==> config.mk <==
export PLATFORM = sky130hd
export DESIGN_NAME = murmur_hash_64a_flat
export DESIGN_NICKNAME = d
export VERILOG_FILES = /design/src/hdl/mmh64a_pkg.sv /design/src/hdl/mmh64a_in_if.sv /design/src/hdl/mmh64a_out_if.sv /design/src/hdl/mmh64a_cfg_if.sv /design/src/hdl/murmur_hash_64a.sv /design/src/hdl/mmh64a_ctl.sv /design/src/hdl/mmh64a_dp.sv /design/src/flat_wrapper.sv
export SDC_FILE = /design/constraint.sdc
export NUM_CORES = 2
export LEC_CHECK = 0
export ABC_AREA = 1
export BUFFER_PORTS_ARGS = -buffer_cell sky130_fd_sc_hd__buf_2
export CORE_ASPECT_RATIO = 1.75
export CORE_MARGIN = 1
export CORE_UTILIZATION = 35
export CTS_CLUSTER_DIAMETER = 40
export DETAILED_ROUTE_END_ITERATION = 8
export GPL_TIMING_DRIVEN = 0
export PLACE_DENSITY = 0.52
export REMOVE_ABC_BUFFERS = 1
export SLEW_MARGIN = 20
export SYNTH_ARGS = -nofsm -noshare
export SYNTH_HDL_FRONTEND = slang
export SYNTH_SLANG_ARGS = --single-unit
==> constraint.sdc <==
create_clock -name clk -period 12.7 [get_ports clk]
set_input_delay 2.54 -clock clk [delete_from_list [all_inputs] [get_ports clk]]
set_output_delay 2.54 -clock clk [all_outputs]
set_load 0.01 [all_outputs]
==> src/hdl/mmh64a_pkg.sv <==
// Shared constants, types and command/status structs for the MurmurHash64A engine.
package mmh64a_pkg;

  // Hash constants
  localparam logic [63:0] MIX_MULT  = 64'hc6a4a7935bd1e995;
  localparam int          MIX_SHIFT = 47;

  // Field widths
  localparam int LEN_W  = 31;
  localparam int WORD_W = 64;
  localparam int VB_W   = 4;
  localparam int HASH_W = 64;
  localparam int BYTES  = WORD_W / 8;

  // Partial-product step codes of the shared 32x32 multiplier
  localparam logic [1:0] STEP_LL = 2'd0;  // low operand x low constant
  localparam logic [1:0] STEP_LH = 2'd1;  // low operand x high constant
  localparam logic [1:0] STEP_HL = 2'd2;  // high operand x low constant

  // Last count value of a multiply state (operand load plus three steps)
  localparam logic [1:0] CNT_LAST = 2'd3;
  localparam logic [1:0] CNT_LOAD = 2'd0;

  typedef enum logic [3:0] {
    ST_IDLE,
    ST_DISPATCH,
    ST_LEN_MUL,
    ST_SEED_WB,
    ST_KEY_MUL1,
    ST_KEY_MUL2,
    ST_HASH_MUL,
    ST_HASH_WB,
    ST_AVAL_MUL,
    ST_RESULT
  } ctl_state_t;

  typedef enum logic [2:0] {
    OPND_LEN,
    OPND_WORD,
    OPND_KMIX,
    OPND_BMIX,
    OPND_TAIL,
    OPND_AVAL
  } opnd_sel_t;

  typedef struct packed {
    logic       capture;
    logic       opnd_load;
    opnd_sel_t  opnd_sel;
    logic       mul_en;
    logic [1:0] mul_step;
    logic       seed_wb;
    logic       hash_wb;
    logic       out_load;
  } dp_cmd_t;

  typedef struct packed {
    logic first;
    logic last;
    logic full_blk;
    logic tail_nz;
    logic out_free;
  } dp_stat_t;

endpackage

==> src/hdl/mmh64a_in_if.sv <==
// Input word channel: valid/ready handshake with the key word payload.
interface mmh64a_in_if;
  logic        valid;
  logic        ready;
  logic        first_word;
  logic [30:0] key_length;
  logic [63:0] data_word;
  logic [3:0]  valid_bytes;
  logic        last_word;

  modport source (output valid, output first_word, output key_length, output data_word,
                  output valid_bytes, output last_word, input ready);
  modport sink   (input valid, input first_word, input key_length, input data_word,
                  input valid_bytes, input last_word, output ready);
endinterface

==> src/hdl/mmh64a_out_if.sv <==
// Result channel: valid/ready handshake carrying the final hash.
interface mmh64a_out_if;
  logic        valid;
  logic        ready;
  logic [63:0] hash_value;

  modport source (output valid, output hash_value, input ready);
  modport sink   (input valid, input hash_value, output ready);
endinterface

==> src/hdl/mmh64a_cfg_if.sv <==
// Configuration write channel: valid/ready handshake carrying the seed.
interface mmh64a_cfg_if;
  logic        valid;
  logic        ready;
  logic [63:0] hash_seed;

  modport source (output valid, output hash_seed, input ready);
  modport sink   (input valid, input hash_seed, output ready);
endinterface

==> src/hdl/murmur_hash_64a.sv <==
// Per word: a length multiply if first; key and hash multiplies if full or not last, else a hash
// multiply for a nonzero tail; an avalanche multiply if last. in_ready is high only when idle.
// Each 64-bit multiply runs on the single shared 32x32 multiplier (load + 3 products).
// The hash is registered after the avalanche multiply once the output is free; it waits for out_ready.
// Reset (synchronous, rst_n low): seed and running hash clear to 0, controller returns to idle.
module murmur_hash_64a (
  input  logic         clk,
  input  logic         rst_n,
  mmh64a_in_if.sink    in_chan,
  mmh64a_out_if.source out_chan,
  mmh64a_cfg_if.sink   cfg_chan
);
  import mmh64a_pkg::*;

  dp_cmd_t  cmd;
  dp_stat_t stat;
  logic     in_ready;

  // Seed writes are always taken
  assign cfg_chan.ready = 1'b1;
  assign in_chan.ready  = in_ready;

  mmh64a_ctl u_ctl (
    .clk      (clk),
    .rst_n    (rst_n),
    .in_valid (in_chan.valid),
    .in_ready (in_ready),
    .stat     (stat),
    .cmd      (cmd)
  );

  mmh64a_dp u_dp (
    .clk            (clk),
    .rst_n          (rst_n),
    .cmd            (cmd),
    .stat           (stat),
    .in_first_word  (in_chan.first_word),
    .in_key_length  (in_chan.key_length),
    .in_data_word   (in_chan.data_word),
    .in_valid_bytes (in_chan.valid_bytes),
    .in_last_word   (in_chan.last_word),
    .cfg_we         (cfg_chan.valid),
    .cfg_seed       (cfg_chan.hash_seed),
    .out_valid      (out_chan.valid),
    .out_ready      (out_chan.ready),
    .out_hash       (out_chan.hash_value)
  );

  // A word in progress blocks the next transaction
  a_busy_after_accept: assert property (@(posedge clk) disable iff (!rst_n)
    in_chan.valid && in_chan.ready |=> !in_chan.ready)
    else $error("input accepted while a word was still in progress");

  // Results come only from last words
  a_result_from_last: assert property (@(posedge clk) disable iff (!rst_n)
    cmd.out_load |-> stat.last)
    else $error("result loaded for a word that is not last");

  // Never overwrite a waiting result
  a_no_overwrite: assert property (@(posedge clk) disable iff (!rst_n)
    cmd.out_load |-> (!out_chan.valid || out_chan.ready))
    else $error("result register overwritten before its transaction");

  // A loaded result is offered next cycle
  a_result_offered: assert property (@(posedge clk) disable iff (!rst_n)
    cmd.out_load |=> out_chan.valid)
    else $error("loaded result not offered");

endmodule

==> src/hdl/mmh64a_ctl.sv <==
// Sequencing state machine: issues datapath commands for each input word.
module mmh64a_ctl (
  input  logic                 clk,
  input  logic                 rst_n,
  input  logic                 in_valid,
  output logic                 in_ready,
  input  mmh64a_pkg::dp_stat_t stat,
  output mmh64a_pkg::dp_cmd_t  cmd
);
  import mmh64a_pkg::*;

  ctl_state_t state_r, state_nxt;
  logic [1:0] cnt_r, cnt_nxt;
  ctl_state_t data_next;
  logic       mul_state;
  logic       cnt_done;

  // Pick the data step for the latched word
  always_comb begin
    if (!stat.last || stat.full_blk) begin
      data_next = ST_KEY_MUL1;
    end else if (stat.tail_nz) begin
      data_next = ST_HASH_MUL;
    end else begin
      data_next = ST_AVAL_MUL;
    end
  end

  assign mul_state = (state_r == ST_LEN_MUL) || (state_r == ST_KEY_MUL1) ||
                     (state_r == ST_KEY_MUL2) || (state_r == ST_HASH_MUL) ||
                     (state_r == ST_AVAL_MUL);
  assign cnt_done  = (cnt_r == CNT_LAST);

  // Next state
  always_comb begin
    state_nxt = state_r;
    case (state_r)
      ST_IDLE:     if (in_valid) state_nxt = ST_DISPATCH;
      ST_DISPATCH: state_nxt = stat.first ? ST_LEN_MUL : data_next;
      ST_LEN_MUL:  if (cnt_done) state_nxt = ST_SEED_WB;
      ST_SEED_WB:  state_nxt = data_next;
      ST_KEY_MUL1: if (cnt_done) state_nxt = ST_KEY_MUL2;
      ST_KEY_MUL2: if (cnt_done) state_nxt = ST_HASH_MUL;
      ST_HASH_MUL: if (cnt_done) state_nxt = ST_HASH_WB;
      ST_HASH_WB:  state_nxt = stat.last ? ST_AVAL_MUL : ST_IDLE;
      ST_AVAL_MUL: if (cnt_done) state_nxt = ST_RESULT;
      ST_RESULT:   if (stat.out_free) state_nxt = ST_IDLE;
      default:     state_nxt = ST_IDLE;
    endcase
  end

  // Step counter inside multiply states
  assign cnt_nxt = mul_state ? cnt_r + 2'd1 : CNT_LOAD;

  always_ff @(posedge clk) begin
    if (!rst_n) begin
      state_r <= ST_IDLE;
      cnt_r   <= CNT_LOAD;
    end else begin
      state_r <= state_nxt;
      cnt_r   <= cnt_nxt;
    end
  end

  // Outputs
  always_comb begin
    in_ready     = 1'b0;
    cmd          = '0;
    cmd.opnd_sel = OPND_WORD;
    if (mul_state) begin
      cmd.opnd_load = (cnt_r == CNT_LOAD);
      cmd.mul_en    = (cnt_r != CNT_LOAD);
      cmd.mul_step  = cnt_r - 2'd1;
    end
    case (state_r)
      ST_IDLE: begin
        in_ready    = 1'b1;
        cmd.capture = in_valid;
      end
      ST_LEN_MUL:  cmd.opnd_sel = OPND_LEN;
      ST_SEED_WB:  cmd.seed_wb  = 1'b1;
      ST_KEY_MUL1: cmd.opnd_sel = OPND_WORD;
      ST_KEY_MUL2: cmd.opnd_sel = OPND_KMIX;
      ST_HASH_MUL: begin
        cmd.opnd_sel = (stat.last && !stat.full_blk) ? OPND_TAIL : OPND_BMIX;
      end
      ST_HASH_WB:  cmd.hash_wb  = 1'b1;
      ST_AVAL_MUL: cmd.opnd_sel = OPND_AVAL;
      ST_RESULT:   cmd.out_load = stat.out_free;
      default:     cmd.opnd_sel = OPND_WORD;
    endcase
  end

endmodule

==> src/hdl/mmh64a_dp.sv <==
// Datapath: word latch, seed, running hash, shared 32x32 multiplier and result register.
module mmh64a_dp (
  input  logic                       clk,
  input  logic                       rst_n,
  input  mmh64a_pkg::dp_cmd_t        cmd,
  output mmh64a_pkg::dp_stat_t       stat,
  input  logic                       in_first_word,
  input  logic [mmh64a_pkg::LEN_W-1:0]  in_key_length,
  input  logic [mmh64a_pkg::WORD_W-1:0] in_data_word,
  input  logic [mmh64a_pkg::VB_W-1:0]   in_valid_bytes,
  input  logic                       in_last_word,
  input  logic                       cfg_we,
  input  logic [mmh64a_pkg::HASH_W-1:0] cfg_seed,
  output logic                       out_valid,
  input  logic                       out_ready,
  output logic [mmh64a_pkg::HASH_W-1:0] out_hash
);
  import mmh64a_pkg::*;

  logic              first_r, last_r;
  logic [LEN_W-1:0]  len_r;
  logic [WORD_W-1:0] word_r;
  logic [VB_W-1:0]   vb_r;
  logic [63:0]       seed_r, hash_r, hash_nxt;
  logic [63:0]       opnd_r, opnd_nxt;
  logic [63:0]       prod_r, prod_nxt;
  logic [63:0]       out_hash_r;
  logic              out_valid_r, out_valid_nxt;
  logic [WORD_W-1:0] tail_mask;
  logic [31:0]       mul_x, mul_y;
  logic [63:0]       mul_p;

  // Latch the accepted word
  always_ff @(posedge clk) begin
    if (cmd.capture) begin
      first_r <= in_first_word;
      last_r  <= in_last_word;
      len_r   <= in_key_length;
      word_r  <= in_data_word;
      vb_r    <= in_valid_bytes;
    end
  end

  // Keep the low valid bytes of a tail word
  always_comb begin
    for (int i = 0; i < BYTES; i++) begin
      tail_mask[i*8 +: 8] = {8{VB_W'(i) < vb_r}};
    end
  end

  // Select the multiplier operand
  always_comb begin
    opnd_nxt = opnd_r;
    if (cmd.opnd_load) begin
      case (cmd.opnd_sel)
        OPND_LEN:  opnd_nxt = {{(64-LEN_W){1'b0}}, len_r};
        OPND_WORD: opnd_nxt = word_r;
        OPND_KMIX: opnd_nxt = prod_r ^ (prod_r >> MIX_SHIFT);
        OPND_BMIX: opnd_nxt = hash_r ^ prod_r;
        OPND_TAIL: opnd_nxt = hash_r ^ (word_r & tail_mask);
        OPND_AVAL: opnd_nxt = hash_r ^ (hash_r >> MIX_SHIFT);
        default:   opnd_nxt = opnd_r;
      endcase
    end
  end

  // One partial product per cycle, low 64 bits kept
  assign mul_x = (cmd.mul_step == STEP_HL) ? opnd_r[63:32] : opnd_r[31:0];
  assign mul_y = (cmd.mul_step == STEP_LH) ? MIX_MULT[63:32] : MIX_MULT[31:0];
  assign mul_p = mul_x * mul_y;

  always_comb begin
    prod_nxt = prod_r;
    if (cmd.mul_en) begin
      case (cmd.mul_step)
        STEP_LL: prod_nxt = mul_p;
        STEP_LH: prod_nxt = prod_r + {mul_p[31:0], 32'h0};
        STEP_HL: prod_nxt = prod_r + {mul_p[31:0], 32'h0};
        default: prod_nxt = prod_r;
      endcase
    end
  end

  always_ff @(posedge clk) begin
    opnd_r <= opnd_nxt;
    prod_r <= prod_nxt;
  end

  // Write back the running hash
  always_comb begin
    hash_nxt = hash_r;
    if (cmd.seed_wb) begin
      hash_nxt = seed_r ^ prod_r;
    end else if (cmd.hash_wb) begin
      hash_nxt = prod_r;
    end
  end

  // Hold the result until the transaction completes
  always_comb begin
    out_valid_nxt = out_valid_r;
    if (cmd.out_load) begin
      out_valid_nxt = 1'b1;
    end else if (out_ready) begin
      out_valid_nxt = 1'b0;
    end
  end

  always_ff @(posedge clk) begin
    if (cmd.out_load) begin
      out_hash_r <= prod_r ^ (prod_r >> MIX_SHIFT);
    end
  end

  always_ff @(posedge clk) begin
    if (!rst_n) begin
      seed_r      <= '0;
      hash_r      <= '0;
      out_valid_r <= 1'b0;
    end else begin
      if (cfg_we) begin
        seed_r <= cfg_seed;
      end
      hash_r      <= hash_nxt;
      out_valid_r <= out_valid_nxt;
    end
  end

  assign stat.first    = first_r;
  assign stat.last     = last_r;
  assign stat.full_blk = vb_r[VB_W-1];
  assign stat.tail_nz  = (vb_r[VB_W-2:0] != '0);
  assign stat.out_free = !out_valid_r || out_ready;

  assign out_valid = out_valid_r;
  assign out_hash  = out_hash_r;

endmodule

==> src/flat_wrapper.sv <==
// flat-port wrapper written by rule: the top's interface ports become plain ports
module murmur_hash_64a_flat import mmh64a_pkg::*;
  (clk, rst_n, in_chan_valid, in_chan_first_word, in_chan_key_length, in_chan_data_word, in_chan_valid_bytes, in_chan_last_word, in_chan_ready, out_chan_valid, out_chan_hash_value, out_chan_ready, cfg_chan_valid, cfg_chan_hash_seed, cfg_chan_ready);
  mmh64a_in_if in_chan_i ();
  mmh64a_out_if out_chan_i ();
  mmh64a_cfg_if cfg_chan_i ();
  input  logic clk;
  input  logic rst_n;
  input wire logic [$bits(in_chan_i.valid)-1:0] in_chan_valid;
  input wire logic [$bits(in_chan_i.first_word)-1:0] in_chan_first_word;
  input wire logic [$bits(in_chan_i.key_length)-1:0] in_chan_key_length;
  input wire logic [$bits(in_chan_i.data_word)-1:0] in_chan_data_word;
  input wire logic [$bits(in_chan_i.valid_bytes)-1:0] in_chan_valid_bytes;
  input wire logic [$bits(in_chan_i.last_word)-1:0] in_chan_last_word;
  output wire logic [$bits(in_chan_i.ready)-1:0] in_chan_ready;
  output wire logic [$bits(out_chan_i.valid)-1:0] out_chan_valid;
  output wire logic [$bits(out_chan_i.hash_value)-1:0] out_chan_hash_value;
  input wire logic [$bits(out_chan_i.ready)-1:0] out_chan_ready;
  input wire logic [$bits(cfg_chan_i.valid)-1:0] cfg_chan_valid;
  input wire logic [$bits(cfg_chan_i.hash_seed)-1:0] cfg_chan_hash_seed;
  output wire logic [$bits(cfg_chan_i.ready)-1:0] cfg_chan_ready;
  assign in_chan_i.valid = in_chan_valid;
  assign in_chan_i.first_word = in_chan_first_word;
  assign in_chan_i.key_length = in_chan_key_length;
  assign in_chan_i.data_word = in_chan_data_word;
  assign in_chan_i.valid_bytes = in_chan_valid_bytes;
  assign in_chan_i.last_word = in_chan_last_word;
  assign in_chan_ready = in_chan_i.ready;
  assign out_chan_valid = out_chan_i.valid;
  assign out_chan_hash_value = out_chan_i.hash_value;
  assign out_chan_i.ready = out_chan_ready;
  assign cfg_chan_i.valid = cfg_chan_valid;
  assign cfg_chan_i.hash_seed = cfg_chan_hash_seed;
  assign cfg_chan_ready = cfg_chan_i.ready;
  murmur_hash_64a u_core (.clk(clk), .rst_n(rst_n), .in_chan(in_chan_i), .out_chan(out_chan_i), .cfg_chan(cfg_chan_i));
endmodule
# After elaboration in Yosys (flattened, before gate mapping)

Cells that the tools add are included.

Bits of input ports: 170
Output and inout bits: 67
Flip-flop bits (word level): 428

Equality and inequality tests: 24
Bitwise gates (word level): 6
Reductions and logical operators: 25
Multipliers: 1
Muxes and demuxes: 29
Magnitude comparators: 8
Add/subtract/negate cells: 3

Operator list:

| kind                                                                | number |
|---|---|
| 64-bit case mux with 6 select lines                                 | 1 |
| 64-bit bitwise XOR                                                  | 3 |
| 64-bit 2-to-1 mux                                                   | 2 |
| 64-bit case mux with 2 select lines                                 | 1 |
| 64-bit by 17-bit bitwise XOR with 64-bit output                     | 2 |
| 64-bit adder                                                        | 1 |
| 64-bit AND                                                          | 1 |
| 32-bit by 32-bit multiplier with 64-bit output                      | 1 |
| 32-bit 2-to-1 mux                                                   | 2 |
| 4-bit 2-to-1 mux                                                    | 11 |
| 4-bit case mux with 10 select lines                                 | 1 |
| 4-bit by 3-bit == test with 1-bit output, second input constant     | 4 |
| 3-bit by 4-bit < comparator with 1-bit output, first input constant | 4 |
| 2-bit inequality test, second input constant                        | 7 |
| 3-bit case mux with 4 select lines                                  | 1 |
| 4-bit by 2-bit == test with 1-bit output, second input constant     | 2 |
| 4-bit == test, second input constant                                | 2 |
| 1-bit by 4-bit < comparator with 1-bit output, first input constant | 2 |
| 2-bit by 4-bit < comparator with 1-bit output, first input constant | 2 |
| 1-bit 2-to-1 mux                                                    | 8 |
| 2-bit nonzero test                                                  | 4 |
| 7-bit AND reduction                                                 | 1 |
| 3-bit by 2-bit == test with 1-bit output, second input constant     | 2 |
| 3-bit == test, second input constant                                | 2 |
| 17 further kinds                                                    | 29 |

# Depth between registers and ports, before layout

Depth after elaboration: 11
Gate-level depth with buffers: 55
Mapped depth without buffers: 54

# Cells and area by module

A second synthesis with hierarchy kept.

Cell total of the unflattened synthesis: 5177
Area total of the unflattened synthesis: 46225.6 um^2

Modules (own cells, without submodules):

| module          | seq. area each (um^2) | cells an instance | area an instance (um^2) | times used |
|---|---|---|---|---|
| mmh64a_dp       | 11380.9               | 5080              | 45691.3                 | 1 |
| mmh64a_ctl      | 120.1                 | 95                | 523.0                   | 1 |
| murmur_hash_64a | 0.0                   | 2                 | 11.3                    | 1 |

# Worst setup path before layout

Ideal clock, no wire load.

Path type: register to register
From: register u_core.u_ctl.state_r[1]
To: register u_core.u_dp.prod_r[62], data pin
Period minus slack after synthesis: 9.515 ns
Setup time: 0.261 ns
Buffers on the path: 3
Setup slack: 3.185 ns
Data arrival time: 9.254 ns
Data required time: 12.439 ns
Stages on the path, launching flop included: 45
Cell sequence: dfxtp_1 -> inv_2 -> nand3_1 -> nor2_2 -> inv_2 -> nand3_2 -> nand2_1 -> ha_1 -> buf_6 -> buf_4 -> clkbuf_1 -> o21ai_0 -> inv_1 -> nor2_1 -> ha_1 -> fa_1 -> inv_1 -> fa_1 -> (+9 left out) -> nand2_1 -> nor2_1 -> inv_1 -> o21ai_0 -> inv_1 -> nand2_1 -> xor2_1 -> inv_1 -> ha_1 -> nand2_1 -> nor2_1 -> nand2_1 -> nor4_1 -> nand2_1 -> nand2_1 -> nand2_1 -> nand3_1 -> o21ai_0

Word-level cells in the longest chain between the ends: 11
Elaborated cells between the ends (all ways): 19
Those cells by class: 1 x add/sub; 1 x mul; 7 x eq/ne; 4 x mux; 6 x reduce/logical

RTL lines:

| item                                                                                                 | line                                              | RTL |
|---|---|---|
| start: declaration                                                                                   | mmh64a_ctl.sv:12                                  | `ctl_state_t state_r, state_nxt;` |
| start signal: assignment                                                                             | mmh64a_ctl.sv:60                                  | `state_r <= state_nxt;` |
| 4-bit by 2-bit == test with 1-bit output or 4-bit by 3-bit == test with 1-bit output (tied branches) | mmh64a_ctl.sv:29                                  | `assign mul_state = (state_r == ST_LEN_MUL) \|\| (state_r == ST_KEY_MUL1) \|\|` |
| 1-bit logical OR (2 in series)                                                                       | mmh64a_ctl.sv:29                                  |  |
| 1-bit logical OR                                                                                     | mmh64a_ctl.sv:30                                  | `(state_r == ST_KEY_MUL2) \|\| (state_r == ST_HASH_MUL) \|\|` |
| 1-bit logical OR *                                                                                   | mmh64a_ctl.sv:30                                  |  |
| 3-bit 2-to-1 mux *                                                                                   | mmh64a_ctl.sv:70                                  | `if (mul_state) begin` |
| 2-bit == test or 2-bit by 1-bit == test with 1-bit output (tied branches)                            | mmh64a_dp.sv:68, mmh64a_dp.sv:75, mmh64a_dp.sv:69 |  |
| 32-bit 2-to-1 mux (on tied branches)                                                                 | mmh64a_dp.sv:68, mmh64a_dp.sv:69                  |  |
| 32-bit by 32-bit multiplier with 64-bit output                                                       | mmh64a_dp.sv:70                                   | `assign mul_p = mul_x * mul_y;` |
| 64-bit adder                                                                                         | mmh64a_dp.sv:77, mmh64a_dp.sv:78                  |  |
| 64-bit case mux with 2 select lines *                                                                | mmh64a_dp.sv:75                                   | `case (cmd.mul_step)` |
| end signal: assignment                                                                               | mmh64a_dp.sv:86                                   | `prod_r <= prod_nxt;` |
| end: declaration                                                                                     | mmh64a_dp.sv:26                                   | `logic [63:0] prod_r, prod_nxt;` |

Every way passes the cells marked *; elsewhere a longest branch is shown, timed or not.
A chain may end at the register's enable or synchronous reset.

# Worst setup path in the final report

From: register u_core.u_ctl.state_r[2]
To: register u_core.u_dp.prod_r[61], data pin

The elaborated chain is that of the path after synthesis.

==> impl_metrics.tcl <==
set metrics [dict create \
    grt_use_met1_pct 26.23 \
    fmax_mhz 81.80 \
    setup_violations 0 \
    grt_busiest_layer "met2" \
    drive_gt1_share_pct 9.055 \
    slowest_delay_ns 0.61 \
    grt_pass1_vias 38357 \
    status "complete, no violations" \
    required_ns 13.04 \
    cpLargestDelayFamily "adder cells" \
    worstSetupEndpointType "flop" \
    regToRegEndpoint "u_core.u_dp.prod_r[61]" \
    yosys-top-cells-count "inv_1, nand2_1, fa_1, nor2_1, ha_1" \
    finalCriticalPeriod_ns 12.22 \
    drv_cap 0 \
    drtIter0Drc 1861 \
    synth_area_leaders "fa_1, edfxtp_1, ha_1, inv_1, nand2_1" \
    worstRegToRegCells 41 \
    drc 0 \
    start_util_pct 35.25 \
    maxSlewViolCount 0 \
    crit_path_start "u_core.u_ctl.state_r[2]" \
    cpMostUsedCell "fa_1" \
    async_flop_share_pct 0 \
    synthMuxAreaShare_pct 0 \
    use_met2_pct 51.27 \
    fp-row-count 175 \
    synth.most_common_cell "inv_1" \
    dp.cells 6931 \
    htreeDepth 2 \
    vias 35421 \
    track_usage_pct 26.61 \
    r2r-start "u_core.u_ctl.state_r[2]" \
    synth_compound_area_share_pct 9.237 \
    cts_max_path_buffers 3 \
    port_buffers 235 \
    cpMaxStageDelayCell "fa_1" \
    worstSetupEndpoint "u_core.u_dp.prod_r[61]" \
    rsz0062_at_grt "false" \
    syn-instance-count 5117 \
    netlist-cell-type-count 53 \
    synthesis.area_um2 45770 \
    gr-total-overflow 0 \
    syn_to_final_growth_pct 11.82 \
    clock_sinks 428 \
    ys.warnings.count 0 \
    cts_tree "yes" \
    routedWlPerCell_um 24.63 \
    whs_ns 0.4970 \
    final.setup_skew_ns 0.03331 \
    cts_root_buf "clkbuf_16" \
    avgViaCountPerCell 5.048 \
    hp-class "flop to flop" \
    grt_max_degree 93 \
    max_slew.worst_pin.slew_ns 1.228 \
    synth_top_area_share_pct 26.55 \
    nets 6524 \
    die_h_um 480.4 \
    grt_pass1_wl_um 251300 \
    slew_headroom_pct 17.86 \
    synth-edff-count 293 \
    wl_um 172800 \
    worstPathArrival_ns 12.57 \
    firstDrtPassIters 5 \
    yosys.area_share.simple_pct 12.91 \
    clock_latency_ns 0.59 \
    pre_cts_ws_ns -0.7089 \
    ys_ff_latch 428 \
    path_clk_slew_ns 0.07 \
    crit_cells 41 \
    syn-mean-instance-area_um2 8.945 \
    dp.final_hpwl_um 146000 \
    cts_buffers 38 \
    met3_usage_pct 1.723 \
    ant_nets 0 \
    fin_crit_sh_pct 96.26 \
    yosysSeqAreaShare_pct 25.13 \
    fin_cells 7017 \
    cts_hold_buf 0 \
    synthAdderAreaFrac_pct 38.63 \
    ioPinCount 237 \
    fin_ws_ns 0.4754 \
    yosysTopAreaCell "fa_1" \
    synth_top_family_by_area "adder cells" \
    hold_viol_final 0 \
    ff2ff_setup_slack_ns 0.48 \
    gp_congestion 1.023 \
    coreArea_um2 129800 \
    dieArea_um2 132300 \
    critPathBufInv 11 \
    die_x_um 275.4 \
    synth_xor_area_share_pct 3.655 \
    worstSetupStartpointType "flop" \
    worstSetupPathType "flop to flop" \
    antenna_found_initial 2 \
    synth_ff_type "edfxtp_1" \
    cp_max_fo 46 \
]
==> layout by cell type, fill, tap and decap left out, drive strengths merged, types with 125 or more instances in the layout <==
cell,count
ha,442
xor2,184
fa,607
a21oi,223
edfxtp,293
o21ai,339
inv,1097
dfxtp,135
buf,292
nand3,125
nand2,786
nor2,467
==> through the flow <==
step | util [%] | setup TNS [ns] | instance area [um2]
final | 39.42 | 0 | 51180
after global routing | 39.42 | 0 | 51180
after CTS | 39.19 | 0 | 50890
after detailed placement | 38.11 | -4.276 | 49490
after global placement | 37.29 | -312.99 | 48420
after floorplan | - | 0 | 45140
==> tightest hold or removal path, cell delays in order (launching register included) <==
cell and delay (ns):
dfxtp_1 0.32, o21ai_0 0.07, nor2_1 0.07
==> state kept, by name (all words and copies together) (netlist names) <==
name	count
u_core.u_ctl.cnt_r	2
u_core.u_ctl.state_r	4
u_core.u_dp.first_r	1
u_core.u_dp.hash_r	64
u_core.u_dp.last_r	1
u_core.u_dp.len_r	31
u_core.u_dp.opnd_r	64
u_core.u_dp.out_hash	64
u_core.u_dp.out_valid	1
u_core.u_dp.prod_r	64
u_core.u_dp.seed_r	64
u_core.u_dp.vb_r	4
u_core.u_dp.word_r	64
==> worst min path at each step <==
| stage | from | to | cells past startpoint |
|---|---|---|---|
| after floorplan | u_core.u_dp.seed_r[10] | u_core.u_dp.seed_r[10] | 2 |
| after global placement | u_core.u_dp.seed_r[23] | u_core.u_dp.seed_r[23] | 2 |
| after detailed placement | u_core.u_dp.seed_r[44] | u_core.u_dp.seed_r[44] | 2 |
| after CTS | u_core.u_dp.seed_r[44] | u_core.u_dp.seed_r[44] | 2 |
| after global routing | u_core.u_dp.seed_r[16] | u_core.u_dp.seed_r[16] | 2 |
| final | u_core.u_dp.seed_r[44] | u_core.u_dp.seed_r[44] | 2 |
==> kinds of logic (layout without fill, tap and decap cells) <==
family / after synthesis / count (layout)
AOI/OAI and AO/OA: 737 / 737
xor gates and xnor gates: 191 / 191
adders and majority gates: 1049 / 1049
buffers and inverters: 1246 / 1459
DFF: 428 / 428
other: 2 / 8
and+or+nand+nor: 1464 / 1464
==> cell type report <==
| class | instances | area [um2] |
|---|---|---|
| flip-flops and latches | 428 | 11500 |
| multi-input cells | 3447 | 29920 |
| well taps | 1681 | 2103 |
| clock inverters | 23 | 274.0 |
| inverters | 1098 | 4145 |
| clock buffers | 46 | 1011 |
| repair buffers | 292 | 2225 |
| diodes | 2 | 5.005 |
| fillers | 13345 | 78660 |
==> timing repair <==
item	CTS	global route
endpoints found under the setup margin	12	15
buffers inserted	3	12
resized for setup	18	45
pin swaps	0	3
==> metal layers <==
metal  vias to the layer above  part of all wire (%)
li1                      16442                     -
met1                     17513                    33
met2                      1061                    55
met3                       405                   2.9
met4                         0                   8.7
met5                         -                     0
Power is left out: the tool's default activity adds up to more than one toggle a clock period on the data nets, which glitch-free logic cannot reach.
